==> config.mk <==
export PLATFORM = sky130hd
export DESIGN_NAME = eight_bit_timer_counter_pwm_core
export DESIGN_NICKNAME = d
export VERILOG_FILES = /design/src/rtl/core/tc8_pkg.sv /design/src/rtl/core/tc8_core.sv /design/src/rtl/core/eight_bit_timer_counter_pwm_core.sv
export SDC_FILE = /design/constraint.sdc
export NUM_CORES = 1
export LEC_CHECK = 0
export ABC_AREA = 1
export BUFFER_PORTS_ARGS = -buffer_cell sky130_fd_sc_hd__clkbuf_2
export CORE_MARGIN = 1
export CORE_UTILIZATION = 50
export CTS_BUF_LIST = sky130_fd_sc_hd__clkbuf_4 sky130_fd_sc_hd__clkbuf_8
export CTS_CLUSTER_DIAMETER = 150
export DETAILED_ROUTE_END_ITERATION = 8
export MAX_ROUTING_LAYER = met4
export PLACE_DENSITY = 0.69
export SLEW_MARGIN = 20
export SYNTH_ARGS = -nofsm -noshare
export SYNTH_HDL_FRONTEND = slang
export SYNTH_SLANG_ARGS = --single-unit
==> constraint.sdc <==
create_clock -name clk -period 3.9 [get_ports clk]
set_input_delay 0.195 -clock clk [delete_from_list [all_inputs] [get_ports clk]]
set_output_delay 0.195 -clock clk [all_outputs]
set_load 0.01 [all_outputs]
==> src/rtl/core/tc8_pkg.sv <==
`timescale 1ns / 1ps

package tc8_pkg;

	localparam logic [7:0] ADR_TIFR  = 8'h15;
	localparam logic [7:0] ADR_GTCCR = 8'h23;
	localparam logic [7:0] ADR_TCCRA = 8'h24;
	localparam logic [7:0] ADR_TCCRB = 8'h25;
	localparam logic [7:0] ADR_TCNT  = 8'h26;
	localparam logic [7:0] ADR_OCRA  = 8'h27;
	localparam logic [7:0] ADR_OCRB  = 8'h28;
	localparam logic [7:0] ADR_TIMSK = 8'h4E;

	localparam logic [9:0] PRE_MASK_8    = 10'h007;
	localparam logic [9:0] PRE_MASK_64   = 10'h03F;
	localparam logic [9:0] PRE_MASK_256  = 10'h0FF;
	localparam logic [9:0] PRE_MASK_1024 = 10'h3FF;

	localparam logic [2:0] CS_STOP     = 3'd0;
	localparam logic [2:0] CS_DIV1     = 3'd1;
	localparam logic [2:0] CS_DIV8     = 3'd2;
	localparam logic [2:0] CS_DIV64    = 3'd3;
	localparam logic [2:0] CS_DIV256   = 3'd4;
	localparam logic [2:0] CS_DIV1024  = 3'd5;
	localparam logic [2:0] CS_EXT_FALL = 3'd6;
	localparam logic [2:0] CS_EXT_RISE = 3'd7;

	localparam logic [2:0] WGM_PHASE_FF  = 3'd1;
	localparam logic [2:0] WGM_CTC       = 3'd2;
	localparam logic [2:0] WGM_FAST_FF   = 3'd3;
	localparam logic [2:0] WGM_PHASE_OCA = 3'd5;
	localparam logic [2:0] WGM_FAST_OCA  = 3'd7;

	localparam logic [1:0] COM_OFF    = 2'd0;
	localparam logic [1:0] COM_TOGGLE = 2'd1;
	localparam logic [1:0] COM_CLEAR  = 2'd2;
	localparam logic [1:0] COM_SET    = 2'd3;

	localparam logic [1:0] EXT_FALL_SEEN = 2'b10;
	localparam logic [1:0] EXT_RISE_SEEN = 2'b01;

	typedef struct packed {
		logic       req_type;
		logic [7:0] reg_addr;
		logic [7:0] write_data;
		logic       ext_clock_pin;
		logic       ack_overflow;
		logic       ack_compare_a;
		logic       ack_compare_b;
		logic [7:0] read_addr;
	} tc8_item_t;

	typedef struct packed {
		logic [7:0] read_data;
		logic [7:0] count_value;
		logic [9:0] prescaler_count;
		logic       pin_a;
		logic       pin_a_enable;
		logic       pin_b;
		logic       pin_b_enable;
		logic       irq_overflow;
		logic       irq_compare_a;
		logic       irq_compare_b;
	} tc8_result_t;

	function automatic logic com_nonpwm(input logic [1:0] com, input logic lvl);
		logic r;
		unique case (com)
			COM_TOGGLE: r = ~lvl;
			COM_CLEAR:  r = 1'b0;
			COM_SET:    r = 1'b1;
			default:    r = lvl;
		endcase
		return r;
	endfunction

endpackage

==> src/rtl/core/tc8_core.sv <==
`timescale 1ns / 1ps

module tc8_core (
	input  logic                 clk,
	input  logic                 arst_n,
	input  logic                 en,
	input  tc8_pkg::tc8_item_t   item,
	output tc8_pkg::tc8_result_t res
);

	logic [9:0] pre_q;
	logic       tsm_q, psr_async_q, psr_sync_q;
	logic [3:0] com_q;
	logic [2:0] wgm_q, cs_q;
	logic [7:0] cnt_q, ocra_act_q, ocra_buf_q, ocrb_act_q, ocrb_buf_q;
	logic [2:0] mask_q, flags_q;
	logic       down_q, blocked_q, pina_q, pinb_q;
	logic [2:0] ext_q;

	logic [9:0] pre_d;
	logic       tsm_d, psr_async_d, psr_sync_d;
	logic [3:0] com_d;
	logic [2:0] wgm_d, cs_d;
	logic [7:0] cnt_d, ocra_act_d, ocra_buf_d, ocrb_act_d, ocrb_buf_d;
	logic [2:0] mask_d, flags_d;
	logic       down_d, blocked_d, pina_d, pinb_d;
	logic [2:0] ext_d;

	logic       we, psr_now, tap, phase, fast, pwm, at_top, at_max, at_bot;
	logic       ev_ovf, ev_a, ev_b, ev_upd, foc_a, foc_b, wr_tifr;
	logic [7:0] top;
	logic [1:0] ca, cb, ca_n, cb_n;
	logic       phase_n, pwm_n;
	logic [7:0] rd;

	always_comb begin
		we = item.req_type;
		psr_now = (we && item.reg_addr == tc8_pkg::ADR_GTCCR) ? item.write_data[0] : psr_sync_q;
		unique case (cs_q)
			tc8_pkg::CS_DIV1:     tap = 1'b1;
			tc8_pkg::CS_DIV8:     tap = ((pre_q & tc8_pkg::PRE_MASK_8) == tc8_pkg::PRE_MASK_8)
				&& !psr_now;
			tc8_pkg::CS_DIV64:    tap = ((pre_q & tc8_pkg::PRE_MASK_64) == tc8_pkg::PRE_MASK_64)
				&& !psr_now;
			tc8_pkg::CS_DIV256:   tap = ((pre_q & tc8_pkg::PRE_MASK_256) == tc8_pkg::PRE_MASK_256)
				&& !psr_now;
			tc8_pkg::CS_DIV1024:  tap = (pre_q == tc8_pkg::PRE_MASK_1024) && !psr_now;
			tc8_pkg::CS_EXT_FALL: tap = (ext_q[2:1] == tc8_pkg::EXT_FALL_SEEN);
			tc8_pkg::CS_EXT_RISE: tap = (ext_q[2:1] == tc8_pkg::EXT_RISE_SEEN);
			default:              tap = 1'b0;
		endcase

		phase = (wgm_q == tc8_pkg::WGM_PHASE_FF) || (wgm_q == tc8_pkg::WGM_PHASE_OCA);
		fast  = (wgm_q == tc8_pkg::WGM_FAST_FF) || (wgm_q == tc8_pkg::WGM_FAST_OCA);
		pwm   = phase || fast;
		top   = (wgm_q == tc8_pkg::WGM_CTC || wgm_q == tc8_pkg::WGM_PHASE_OCA
			|| wgm_q == tc8_pkg::WGM_FAST_OCA) ? ocra_act_q : 8'hFF;
		at_top = (cnt_q == top);
		at_max = (cnt_q == 8'hFF);
		at_bot = (cnt_q == 8'h00);
		ev_ovf = tap && (phase ? (down_q && at_bot) : (fast ? at_top : at_max));
		ev_a   = tap && !blocked_q && (cnt_q == ocra_act_q);
		ev_b   = tap && !blocked_q && (cnt_q == ocrb_act_q);
		ev_upd = tap && pwm && at_top;
		ca = com_q[3:2];
		cb = com_q[1:0];

		cnt_d = cnt_q;
		down_d = down_q;
		blocked_d = blocked_q;
		if (tap) begin
			if (phase) begin
				if (down_q) begin
					if (at_bot) begin
						down_d = 1'b0;
						cnt_d = (top == 8'h00) ? 8'h00 : 8'h01;
					end else begin
						cnt_d = cnt_q - 8'd1;
					end
				end else begin
					if (at_top) begin
						down_d = 1'b1;
						cnt_d = (top == 8'h00) ? 8'h00 : cnt_q - 8'd1;
					end else begin
						cnt_d = cnt_q + 8'd1;
					end
				end
			end else begin
				cnt_d = at_top ? 8'h00 : cnt_q + 8'd1;
			end
			blocked_d = 1'b0;
		end

		ocra_act_d = ev_upd ? ocra_buf_q : ocra_act_q;
		ocrb_act_d = ev_upd ? ocrb_buf_q : ocrb_act_q;

		foc_a = we && item.reg_addr == tc8_pkg::ADR_TCCRB && item.write_data[7] && !pwm;
		foc_b = we && item.reg_addr == tc8_pkg::ADR_TCCRB && item.write_data[6] && !pwm;
		pina_d = pina_q;
		pinb_d = pinb_q;
		if (!pwm) begin
			if (ev_a || foc_a) pina_d = tc8_pkg::com_nonpwm(ca, pina_q);
			if (ev_b || foc_b) pinb_d = tc8_pkg::com_nonpwm(cb, pinb_q);
		end else if (fast) begin
			if (tap && at_top) begin
				if (ca == tc8_pkg::COM_CLEAR) pina_d = 1'b1;
				else if (ca == tc8_pkg::COM_SET) pina_d = 1'b0;
				if (cb == tc8_pkg::COM_CLEAR) pinb_d = 1'b1;
				else if (cb == tc8_pkg::COM_SET) pinb_d = 1'b0;
			end else begin
				if (ev_a) pina_d = tc8_pkg::com_nonpwm(ca, pina_q);
				if (ev_b && cb[1]) pinb_d = tc8_pkg::com_nonpwm(cb, pinb_q);
			end
		end else begin
			if (ev_a) begin
				if (ca == tc8_pkg::COM_TOGGLE) pina_d = ~pina_q;
				else if (ca == tc8_pkg::COM_CLEAR) pina_d = down_q;
				else if (ca == tc8_pkg::COM_SET) pina_d = ~down_q;
			end
			if (ev_b) begin
				if (cb == tc8_pkg::COM_CLEAR) pinb_d = down_q;
				else if (cb == tc8_pkg::COM_SET) pinb_d = ~down_q;
			end
		end

		// hardware set wins over ack or write-one-to-clear
		wr_tifr = we && item.reg_addr == tc8_pkg::ADR_TIFR;
		flags_d = flags_q;
		if (ev_ovf) flags_d[0] = 1'b1;
		else if (item.ack_overflow || (wr_tifr && item.write_data[0])) flags_d[0] = 1'b0;
		if (ev_a) flags_d[1] = 1'b1;
		else if (item.ack_compare_a || (wr_tifr && item.write_data[1])) flags_d[1] = 1'b0;
		if (ev_b) flags_d[2] = 1'b1;
		else if (item.ack_compare_b || (wr_tifr && item.write_data[2])) flags_d[2] = 1'b0;

		com_d = com_q;
		wgm_d = wgm_q;
		cs_d = cs_q;
		ocra_buf_d = ocra_buf_q;
		ocrb_buf_d = ocrb_buf_q;
		mask_d = mask_q;
		if (we) begin
			unique case (item.reg_addr)
				tc8_pkg::ADR_TCCRA: begin
					com_d = item.write_data[7:4];
					wgm_d = {wgm_q[2], item.write_data[1:0]};
				end
				tc8_pkg::ADR_TCCRB: begin
					wgm_d = {item.write_data[3], wgm_q[1:0]};
					cs_d = item.write_data[2:0];
				end
				tc8_pkg::ADR_TCNT: begin
					cnt_d = item.write_data;
					blocked_d = 1'b1;
				end
				tc8_pkg::ADR_OCRA: begin
					ocra_buf_d = item.write_data;
					if (!pwm) ocra_act_d = item.write_data;
				end
				tc8_pkg::ADR_OCRB: begin
					ocrb_buf_d = item.write_data;
					if (!pwm) ocrb_act_d = item.write_data;
				end
				tc8_pkg::ADR_TIMSK: mask_d = item.write_data[2:0];
				default: ;
			endcase
		end

		tsm_d = tsm_q;
		psr_async_d = psr_async_q;
		psr_sync_d = psr_sync_q;
		if (we && item.reg_addr == tc8_pkg::ADR_GTCCR) begin
			tsm_d = item.write_data[7];
			psr_async_d = item.write_data[7] & item.write_data[1];
			psr_sync_d = item.write_data[7] & item.write_data[0];
		end else if (!tsm_q) begin
			psr_async_d = 1'b0;
			psr_sync_d = 1'b0;
		end
		pre_d = psr_now ? 10'd0 : pre_q + 10'd1;
		ext_d = {ext_q[1:0], item.ext_clock_pin};

		unique case (item.read_addr)
			tc8_pkg::ADR_TIFR:  rd = {5'd0, flags_d};
			tc8_pkg::ADR_GTCCR: rd = {tsm_d, 5'd0, psr_async_d, psr_sync_d};
			tc8_pkg::ADR_TCCRA: rd = {com_d, 2'd0, wgm_d[1:0]};
			tc8_pkg::ADR_TCCRB: rd = {4'd0, wgm_d[2], cs_d};
			tc8_pkg::ADR_TCNT:  rd = cnt_d;
			tc8_pkg::ADR_OCRA:  rd = ocra_buf_d;
			tc8_pkg::ADR_OCRB:  rd = ocrb_buf_d;
			tc8_pkg::ADR_TIMSK: rd = {5'd0, mask_d};
			default:            rd = 8'h00;
		endcase

		phase_n = (wgm_d == tc8_pkg::WGM_PHASE_FF) || (wgm_d == tc8_pkg::WGM_PHASE_OCA);
		pwm_n = phase_n || (wgm_d == tc8_pkg::WGM_FAST_FF) || (wgm_d == tc8_pkg::WGM_FAST_OCA);
		ca_n = com_d[3:2];
		cb_n = com_d[1:0];

		res.read_data       = rd;
		res.count_value     = cnt_d;
		res.prescaler_count = pre_d;
		res.pin_a           = pina_d;
		res.pin_a_enable    = (ca_n != tc8_pkg::COM_OFF)
			&& !(pwm_n && ca_n == tc8_pkg::COM_TOGGLE && !wgm_d[2]);
		res.pin_b           = pinb_d;
		res.pin_b_enable    = (cb_n != tc8_pkg::COM_OFF)
			&& !(pwm_n && cb_n == tc8_pkg::COM_TOGGLE);
		res.irq_overflow    = flags_d[0] & mask_d[0];
		res.irq_compare_a   = flags_d[1] & mask_d[1];
		res.irq_compare_b   = flags_d[2] & mask_d[2];
	end

	always_ff @(posedge clk or negedge arst_n) begin
		if (!arst_n) begin
			pre_q <= '0;
			tsm_q <= 1'b0;
			psr_async_q <= 1'b0;
			psr_sync_q <= 1'b0;
			com_q <= '0;
			wgm_q <= '0;
			cs_q <= tc8_pkg::CS_STOP;
			cnt_q <= '0;
			ocra_act_q <= '0;
			ocra_buf_q <= '0;
			ocrb_act_q <= '0;
			ocrb_buf_q <= '0;
			mask_q <= '0;
			flags_q <= '0;
			down_q <= 1'b0;
			blocked_q <= 1'b0;
			pina_q <= 1'b0;
			pinb_q <= 1'b0;
			ext_q <= '0;
		end else if (en) begin
			pre_q <= pre_d;
			tsm_q <= tsm_d;
			psr_async_q <= psr_async_d;
			psr_sync_q <= psr_sync_d;
			com_q <= com_d;
			wgm_q <= wgm_d;
			cs_q <= cs_d;
			cnt_q <= cnt_d;
			ocra_act_q <= ocra_act_d;
			ocra_buf_q <= ocra_buf_d;
			ocrb_act_q <= ocrb_act_d;
			ocrb_buf_q <= ocrb_buf_d;
			mask_q <= mask_d;
			flags_q <= flags_d;
			down_q <= down_d;
			blocked_q <= blocked_d;
			pina_q <= pina_d;
			pinb_q <= pinb_d;
			ext_q <= ext_d;
		end
	end

	a_tcnt_blocks: assert property (@(posedge clk) disable iff (!arst_n)
		en && we && item.reg_addr == tc8_pkg::ADR_TCNT |=> blocked_q)
		else $error("counter write did not block compare");

	a_pre_runs: assert property (@(posedge clk) disable iff (!arst_n)
		en && !psr_now |=> pre_q == 10'($past(pre_q) + 10'd1))
		else $error("prescaler did not advance");

	a_hold: assert property (@(posedge clk) disable iff (!arst_n)
		!en |=> $stable(cnt_q) && $stable(flags_q) && $stable(pre_q))
		else $error("state moved without a transfer");

	a_ovf_flag: assert property (@(posedge clk) disable iff (!arst_n)
		en && ev_ovf |=> flags_q[0])
		else $error("overflow flag lost");

endmodule

==> src/rtl/core/eight_bit_timer_counter_pwm_core.sv <==
`timescale 1ns / 1ps

// 8-bit timer/counter with two compare units (Timer0 register map). Each input transfer
// is one peripheral clock cycle: an optional register write, the T0 level and the three
// interrupt acknowledges. One result transfer follows each input transfer, via the input
// and result registers when the output is ready; a new input transfer is taken every cycle
// while results are accepted. All timer state is updated as an item moves from the input
// register into the result register. The result holds read_data for read_addr after the
// cycle, counter, prescaler, pin levels and enables, and masked interrupt requests.
// OCR0A/OCR0B read back the buffer value. Unmapped addresses read zero.
module eight_bit_timer_counter_pwm_core (
	input  logic       clk,
	input  logic       arst_n,
	input  logic       in_valid,
	output logic       in_ready,
	input  logic       req_type,
	input  logic [7:0] reg_addr,
	input  logic [7:0] write_data,
	input  logic       ext_clock_pin,
	input  logic       ack_overflow,
	input  logic       ack_compare_a,
	input  logic       ack_compare_b,
	input  logic [7:0] read_addr,
	output logic       out_valid,
	input  logic       out_ready,
	output logic [7:0] read_data,
	output logic [7:0] count_value,
	output logic [9:0] prescaler_count,
	output logic       pin_a,
	output logic       pin_a_enable,
	output logic       pin_b,
	output logic       pin_b_enable,
	output logic       irq_overflow,
	output logic       irq_compare_a,
	output logic       irq_compare_b
);

	tc8_pkg::tc8_item_t   item_s1;
	logic                 valid_s1;
	tc8_pkg::tc8_result_t res_c;
	tc8_pkg::tc8_result_t res_s2;
	logic                 valid_s2;
	logic                 adv;
	logic                 in_xfer;

	assign adv      = valid_s1 && (!valid_s2 || out_ready);
	assign in_ready = !valid_s1 || adv;
	assign in_xfer  = in_valid && in_ready;

	always_ff @(posedge clk or negedge arst_n) begin
		if (!arst_n) begin
			valid_s1 <= 1'b0;
			valid_s2 <= 1'b0;
		end else begin
			if (in_ready) valid_s1 <= in_valid;
			if (adv) valid_s2 <= 1'b1;
			else if (out_ready) valid_s2 <= 1'b0;
		end
	end

	always_ff @(posedge clk) begin
		if (in_xfer) begin
			item_s1.req_type      <= req_type;
			item_s1.reg_addr      <= reg_addr;
			item_s1.write_data    <= write_data;
			item_s1.ext_clock_pin <= ext_clock_pin;
			item_s1.ack_overflow  <= ack_overflow;
			item_s1.ack_compare_a <= ack_compare_a;
			item_s1.ack_compare_b <= ack_compare_b;
			item_s1.read_addr     <= read_addr;
		end
		if (adv) res_s2 <= res_c;
	end

	tc8_core u_core (
		.clk    (clk),
		.arst_n (arst_n),
		.en     (adv),
		.item   (item_s1),
		.res    (res_c)
	);

	assign out_valid       = valid_s2;
	assign read_data       = res_s2.read_data;
	assign count_value     = res_s2.count_value;
	assign prescaler_count = res_s2.prescaler_count;
	assign pin_a           = res_s2.pin_a;
	assign pin_a_enable    = res_s2.pin_a_enable;
	assign pin_b           = res_s2.pin_b;
	assign pin_b_enable    = res_s2.pin_b_enable;
	assign irq_overflow    = res_s2.irq_overflow;
	assign irq_compare_a   = res_s2.irq_compare_a;
	assign irq_compare_b   = res_s2.irq_compare_b;

	a_no_drop: assert property (@(posedge clk) disable iff (!arst_n)
		valid_s2 && !out_ready |=> valid_s2)
		else $error("pending result dropped");

	a_adv_fills: assert property (@(posedge clk) disable iff (!arst_n)
		adv |=> valid_s2)
		else $error("result register not loaded");

	a_s1_held: assert property (@(posedge clk) disable iff (!arst_n)
		valid_s1 && !adv |=> valid_s1 && $stable(item_s1))
		else $error("input stage lost an item");

endmodule

==> summary.txt, run 1 <==
GRT
  – Initial antenna violation count: 0
  – Number of global-route vias before repair: 6112
  – Global-route wire length before repair: 31800 µm
  – GRT overflow: 0
  – Largest net degree at the start of global routing: 79
  – All-Layer GR Usage: about 27%

STA
  – Final Cycle Share: 73.9%
  – Setup ws final: 1.02 ns
  – Fin crit period: 2.88 ns
  – Setup Skew: ~0.012 ns
  – RSZ-0062 raised after global routing: no
  – Max Clock Freq: between 300 and 400 MHz
  – Slew @ Worst Pin: between 0.9 and 1 ns
  – Final Hold Vio Count: 0
  – Setup_tns: 0 ns
  – Final setup viols: 0
  – Slew Limit Fails: 0
  – Slew HR: 35.1%

Detailed routing
  – Routed WL: 19700 µm
  – Routed wire per std cell: 16.2 µm
  – Antenna Violating Nets Remaining: 0
  – Vias/cell: 5.50
  – Iter 0 DRT Violations: 616
  – Drt pass-1 iters: 5
  – Via count: 6704
  – Residual DRC: 0

Setup path
  – Worst reg2reg setup slack: 1.02 ns
  – Worst R2R Path Depth: 15
  – Crit Path Class: reg -> reg
  – Worst setup EP type: register
  – R2r startpoint: item_s1[23]
  – Worst Path Required: 4.27 ns
  – RR Endpoint: u_core.ocrb_act_q[6]
  – Worst Setup Start Kind: register
  – Maximum fanout count along the critical path: 32
  – Critical Path AT: between 3 and 4 ns

Min path
  – Hold Crit Class: in -> reg
  – WHS Endpoint: out_valid
  – Hold-critical path depth: 4
  – Hold_sp: out_ready

Floorplan
  – Die Height: 126 µm
  – # rows: between 40 and 50
  – DIE AREA: 15800 µm²
  – Initial Utilization: between 50% and 60%
  – Core area: 14800 µm²
  – Die X: 126 µm
  – I/O Pins: 68

Place
  – IO buf count: 67
  – Routability cong.: 0.939
  – Pre-CTS setup slack: 1.07 ns
  – HPWL Detailed: 13600 µm

Logic synthesis
  – Most frequent cell after synthesis: nand2_1
  – Fraction of registers with async set/reset: 55.7%
  – Cell area after synthesis: between 7000 and 8000 µm²
  – Area leader, netlist: dfrtp_1
  – Netlist cell types: 47
  – Commonest cells in the netlist: 234 x nand2_1, 116 x inv_1, 105 x o21ai_0
  – EDFF count, synth: 62
  – Top cells by area, synth: dfrtp_1 25%, edfxtp_1 24%, nand2_1 11%, o21ai_0 6.9%, inv_1 5.7%
  – Sequential fraction of the synthesis area: 49.8%
  – Yosys warns: 0
  – Flops & latches, synth: 140
  – Mapped Cells: 935
  – Post-Syn Nets: 975
  – Avg Cell Area, Syn: 8.19 µm²
  – Top cell type's share of synthesized area: 25.5%
  – Synth Flop Type: dfrtp_1

Power and ir drop
  – Sw Pwr: about 0.0018 W
  – Share of total power in the clock network: 28.1%
  – Peak VDD IR: ~400 µV
  – P_int: around 0.0032 W
  – Total leakage power: 3.97 nW
  – Sw frac: 35.5%
  – Part of the power in registers: 43.4%
  – Total Power: 0.00494 W
  – Power per Cell Area: about 560 nW/µm²
  – Comb pwr share: 28.6%

CTS
  – CTS buffer count: 17
  – Worst-Skew Late Latency: 0.45 ns
  – Clock transition at path regs: 0.08 ns
  – Post-CTS Resized: 0
  – Clock sink count: 140
  – Root Driver: clkbuf_8
  – TritonCTS clock tree: done
  – H-tree levels: 4
  – Clock Tree Buf Depth: 2

Layout
  – Diode count: 0
  – Final net count: 1063
  – Fraction of layout cells with a size suffix above 1: 12.9%
  – P&R area growth vs syn: 16.1%

Flow run
  – Max-capacitance violation count: 0

Status
  – Status: completed
-- repair_timing --
| item | 4_1_cts | 5_1_grt |
|---|---|---|
| hold endpoints to repair | 108 | 0 |
| buffers inserted | 0 | 0 |
| hold buffers | 31 | 0 |
-- kinds of logic after synthesis --
| group | share of synthesized area [%] |
|---|---|
| flip-flops | 49.8 |
| adder cells (fa/ha/maj) | 1.14 |
| buffers and inverters | 8.27 |
| multiplexers | 0.261 |
| AO/OA/AOI/OAI | 15.1 |
| XOR/XNOR | 2.74 |
| AND/OR/NAND/NOR | 22.7 |
-- sequential cells by signal, indices dropped and copies added (netlist names), 4 cells and up --
name / flops
u_core.ocrb_act_q: 8
count_value: 8
u_core.pre_q: 10
item_s1: 29
u_core.ocrb_buf_q: 8
u_core.com_q: 4
u_core.ocra_buf_q: 8
prescaler_count: 10
u_core.ocra_act_q: 8
read_data: 8
u_core.cnt_q: 8
-- layer usage --
metal / vias to the layer above / GRT usage (%) / part of all wire [%]
met2: 234 / 40.5 / 46
met1: 3129 / 36.5 / 46
met5: - / - / 0
met3: 30 / 5.61 / 5.9
met4: 0 / 9.21 / 2.0
li1: 3311 / - / -
-- critical path, stage by stage (launching register included) --
cell,delay (ns)
edfxtp_1,0.44
inv_1,0.14
nand3_1,0.10
nor2_2,0.13
nand2_1,0.08
nand2_1,0.07
nand2_2,0.15
nor2_2,0.11
nand2_1,0.07
nand2_1,0.06
nand2_1,0.06
nand2_2,0.24
nand3_2,0.56
o21ai_0,0.38
a21oi_1,0.07
o21ai_0,0.15
-- power by group through the flow --
stage / clock network (W) / registers, W / logic, W
3_3_place_gp: 0 / 0.00216 / 0.00135
6_report: 0.00139 / 0.00214 / 0.00141
3_5_place_dp: 0 / 0.00217 / 0.00137
5_1_grt: 0.00147 / 0.00217 / 0.00161
2_1_floorplan: 0 / 0.00208 / 0.00106
4_1_cts: 0.00140 / 0.00214 / 0.00140
-- per-stage QoR --
stage / cells / util (%) / hold WS, ns / cell area [µm²]
finish: 1220 / 60.3 / 0.0370 / 8890
global route: 1220 / 60.3 / 0.0444 / 8890
CTS: 1220 / 60.3 / 0.0155 / 8890
detailed placement: 1157 / 54.9 / 0.374 / 8110
global placement: 1157 / 54.9 / 0.372 / 8110
floorplan: 935 / - / -0.101 / 7660
-- worst max path at each step --
stage	depth (start not counted)	endpoint	from	slack [ns]
after CTS	15	u_core.ocrb_act_q[6]	item_s1[23]	1.04
after detailed placement	15	u_core.ocrb_act_q[6]	item_s1[23]	1.07
after floorplan	5	count_value[0]	out_valid	1.45
final	15	u_core.ocrb_act_q[6]	item_s1[23]	1.02
after global routing	14	u_core.ocra_act_q[2]	item_s1[23]	0.70
after global placement	15	u_core.ocrb_act_q[6]	item_s1[23]	1.13
-- cells in the final DEF (no fill, tap or decap), types with 19 or more instances in the layout --
cell           count
o21ai_0          105
dfrtp_1           78
dlygate4sd3_1     31
clkbuf_2          66
nor2_1            57
nand4_1           20
a21oi_1           31
nand2_1          233
inv_1            114
edfxtp_1          62
clkbuf_8          19
nand3_1           50
-- cell type report --
| class | count | area [µm²] |
|---|---|---|
| clock buffer | 20 | 269 |
| clock inverter | 12 | 206 |
| fill | 1328 | 5860 |
| inverter | 125 | 470 |
| multi-input combinational | 636 | 3220 |
| sequential | 140 | 3810 |
| tap | 184 | 230 |
| timing repair buffer | 103 | 689 |
Power figures use the tool's default switching activity.
==> inputs of run 2 (changes only) <==
ABC_AREA = 0   (was 1)
PLACE_DENSITY = 0.71   (was 0.69)
clock period = 2.6 ns   (was 3.9 ns; I/O delays follow)
==> run 2 against run 1 <==
Net effect: the run now ends with negative setup slack left; utilization is 6.6 points higher; count of clock-buffer cells in the layout stayed put; synthesized cell count is 21% lower; global-route usage is 4.8 points higher; combinational power is 64% higher; cell count is 6.3% lower; sequential power is 37% higher; clock skew is 0.012 ns higher; non-clock buffer count is 131 higher; critical path depth is 8 lower; clock power is 20% higher; critical endpoint is now read_data[2]; largest cell class is now multi-input gates; largest power group unchanged.
==> summary.txt, run 2 <==
Status
  – Status: complete, but fails checks
  – Failing checks: negative setup slack

Floorplan
  – Die X: 126 µm (+0.39%)
  – Core area: 15100 µm² (+2.7%)
  – Die Height: 126 µm (+0.39%)
  – # rows: 45 (+2.3%)
  – DIE AREA: 15900 µm² (+0.79%)
  – I/O Pins: 68 (unchanged)
  – Initial Utilization: 51.0% (-0.94 points)

Setup path
  – Critical path cell sequence: nor4b_4 -> nand4b_4 -> mux2_4 -> o21ai_4 -> o2111a_2 -> nor3_4 -> or4_4
  – Maximum fanout count along the critical path: 5 (-84%)
  – Slowest stage cell, crit path: or4_4
  – Crit-path max cell delay: 0.49 ns (-0.07 ns)
  – Critical Path AT: 2.89 ns (-0.36 ns)
  – Crit Path Class: reg -> reg
  – Worst Path Required: 2.79 ns (-1.48 ns)
  – Worst setup EP type: register
  – Worst Setup Start Kind: register

CTS
  – Clock sink count: 140 (unchanged)
  – TritonCTS clock tree: done
  – Clock Tree Buf Depth: 2 (unchanged)
  – H-tree levels: 4 (unchanged)
  – Worst-Skew Late Latency: 0.46 ns (about the same)
  – Root Driver: clkbuf_8
  – Clock transition at path regs: 0.10 ns (+0.02 ns)
  – CTS buffer count: 17 (unchanged)

STA
  – Setup_tns: -0.343 ns (-0.343 ns)
  – RSZ-0062 raised after global routing: yes
  – Setup ws final: -0.102 ns (-1.12 ns)
  – Max Clock Freq: 370 MHz (+6.7%)
  – Setup Skew: 0.0233 ns (+0.0117 ns)
  – Slew Limit Fails: 0 (unchanged)
  – Slew HR: 44.3% (+9.2 points)
  – Final Hold Vio Count: 0 (unchanged)
  – Slew @ Worst Pin: 0.834 ns (-0.133 ns)
  – Fin crit period: 2.70 ns (-0.182 ns)
  – Final setup viols: 11 (+11)
  – Final Cycle Share: 104% (+30 points)

Detailed routing
  – Drt pass-1 iters: 5 (unchanged)
  – Vias/cell: 6.24 (+14%)
  – Via count: 7133 (+6.4%)
  – Antenna Violating Nets Remaining: 0 (unchanged)
  – Met2 Wirelength: 11600 µm (+28%)
  – Highest Signal Layer: met4
  – Met1 WL: 9990 µm (+9.7%)
  – Routed WL: 24000 µm (+22%)
  – Residual DRC: 0 (unchanged)
  – Met3 Routed Length: 1690 µm (+46%)
  – Routed wire per std cell: 21.0 µm (+30%)
  – Iter 0 DRT Violations: 592 (-3.9%)

Logic synthesis
  – Most frequent cell after synthesis: nand2_1
  – Largest family of logic cells by synthesized area: simple AND/OR/NAND/NOR gates
  – Cell area after synthesis: 7720 µm² (+0.80%)
  – Post-Syn Nets: 774 (-21%)
  – Yosys warns: 0 (unchanged)
  – EDFF count, synth: 62 (unchanged)
  – XOR/XNOR share of the synthesized area: 3.21% (+0.46 points)
  – Synth Area in Compound Gates: 17.6% (+2.5 points)
  – Post-Synth Simple-Gate Area: 17.9% (-4.8 points)
  – Mapped Cells: 734 (-21%)
  – Fraction of registers with async set/reset: 55.7% (unchanged)
  – Flops & latches, synth: 140 (unchanged)
  – Synth Flop Type: dfrtp_1
  – Avg Cell Area, Syn: 10.5 µm² (+28%)
  – Commonest cells in the netlist: 89 x nand2_1, 78 x dfrtp_1, 62 x edfxtp_1
  – Netlist cell types: 83 (+77%)
  – Top cell type's share of synthesized area: 25.3% (-0.20 points)
  – Mux contribution to synthesized area: 7.19% (+6.9 points)
  – Area leader, netlist: dfrtp_1
  – Top cells by area, synth: dfrtp_1 25%, edfxtp_1 24%, mux2_2 4.7%, nand2_1 4.3%, mux2i_1 2.3%
  – Adder-cell share of the synthesized area: 1.13% (-0.0091 points)
  – Sequential fraction of the synthesis area: 49.4% (-0.40 points)

Power and ir drop
  – Power per Cell Area: 681 nW/µm² (+23%)
  – Peak VDD IR: 456 µV (+14%)
  – Total leakage power: 4.45 nW (+12%)
  – Total Power: 0.00690 W (+40%)

GRT
  – Initial antenna violation count: 0 (unchanged)
  – GRT overflow: 0 (unchanged)
  – Largest net degree at the start of global routing: 79 (unchanged)
  – Number of global-route vias before repair: 6950 (+14%)
  – All-Layer GR Usage: 31.8% (+4.8 points)
  – Global-route wire length before repair: 37200 µm (+17%)

Layout
  – Most frequent cells in the layout: 131 x buf_4, 87 x nand2_1, 72 x dfrtp_1
  – P&R area growth vs syn: 31.3%
  – Core Util, Final: 66.9% (+6.6 points)
  – Most common cell after layout, fill and taps aside: buf_4
  – Largest reg by FF count: item_s1
  – Final net count: 982 (-7.6%)
  – Fraction of layout cells with a size suffix above 1: 35.3% (+22 points)
  – Diode count: 0 (unchanged)
  – Largest register FFs: 29 (unchanged)
  – Layout Cells excl Fill: 1143 (-6.3%)

Place
  – Routability cong.: 1.02 (+8.4%)
  – IO buf count: 67 (unchanged)
  – Inst Count DP: 1064 (-8.0%)
  – HPWL Detailed: 16600 µm (+22%)
  – Pre-CTS setup slack: -0.234 ns (-1.30 ns)

Flow run
  – Max-capacitance violation count: 0 (unchanged)

Min path
  – Hold Crit Class: in -> async
[run 2: metal layers]
metal	vias to the layer above	track usage, %
met3	60	6.88
met1	3507	39.0
li1	3204	-
met4	0	12.3
met5	-	-
met2	362	51.3
[run 2: kinds of logic (layout without fill, tap and decap cells)]
kind of cell	after synthesis	in the layout
mux	51	51
simple gates	257	257
compound gates	189	189
buf+inv	66	287
flops	140	140
xor+xnor	24	24
fa+ha+maj	7	7
[run 2: final timing paths]
kind,startpoint,endpoint,slack (ns),depth (start not counted)
max,item_s1[27],read_data[2],-0.10,7
min,arst_n,u_core.cnt_q[7],0.29,2
max reg2reg,item_s1[27],read_data[2],-0.10,7
min reg2reg,item_s1[11],u_core.ext_q[0],0.46,2
max in group asynchronous,arst_n,u_core.cs_q[1],1.74,2
min in group clk,reg_addr[4],item_s1[24],0.38,2
[run 2: layout make-up]
class	instances	area [µm²]
fillers	1124	5010
multi-input cells	528	3940
flip-flops and latches	140	3820
repair buffers	234	1700
clock buffers	20	263
well taps	188	235
clock inverters	12	103
inverters	21	78.8
[run 2: worst max-delay path: cells and delay by family (launching register included)]
family / cells / cell delay [ns]
AND/OR/NAND/NOR: 4 / 1.08
flip-flops: 1 / 0.45
AO/OA/AOI/OAI: 2 / 0.54
multiplexers: 1 / 0.36
[run 2: stage by stage]
step | area [µm²] | hold WS [ns]
global route | 10100 | 0.356
detailed placement | 9030 | 0.309
CTS | 9900 | 0.369
floorplan | 7750 | -0.166
finish | 10100 | 0.286
global placement | 9030 | 0.307
[run 2: timing repair]
item                                    in CTS  in global routing
resized for setup                           27                 37
pin swaps                                   11                  9
hold buffers                                33                  0
hold endpoints to repair                   109                  0
endpoints found under the setup margin      34                 40
setup buffers                                6                  8
[run 2: report_power, final]
group | total [W] | internal [W] | switching, W
Clock | 0.00167 | 0.000737 | 0.000931
Combinational | 0.00231 | 0.00108 | 0.00122
Sequential | 0.00293 | 0.00262 | 0.000305
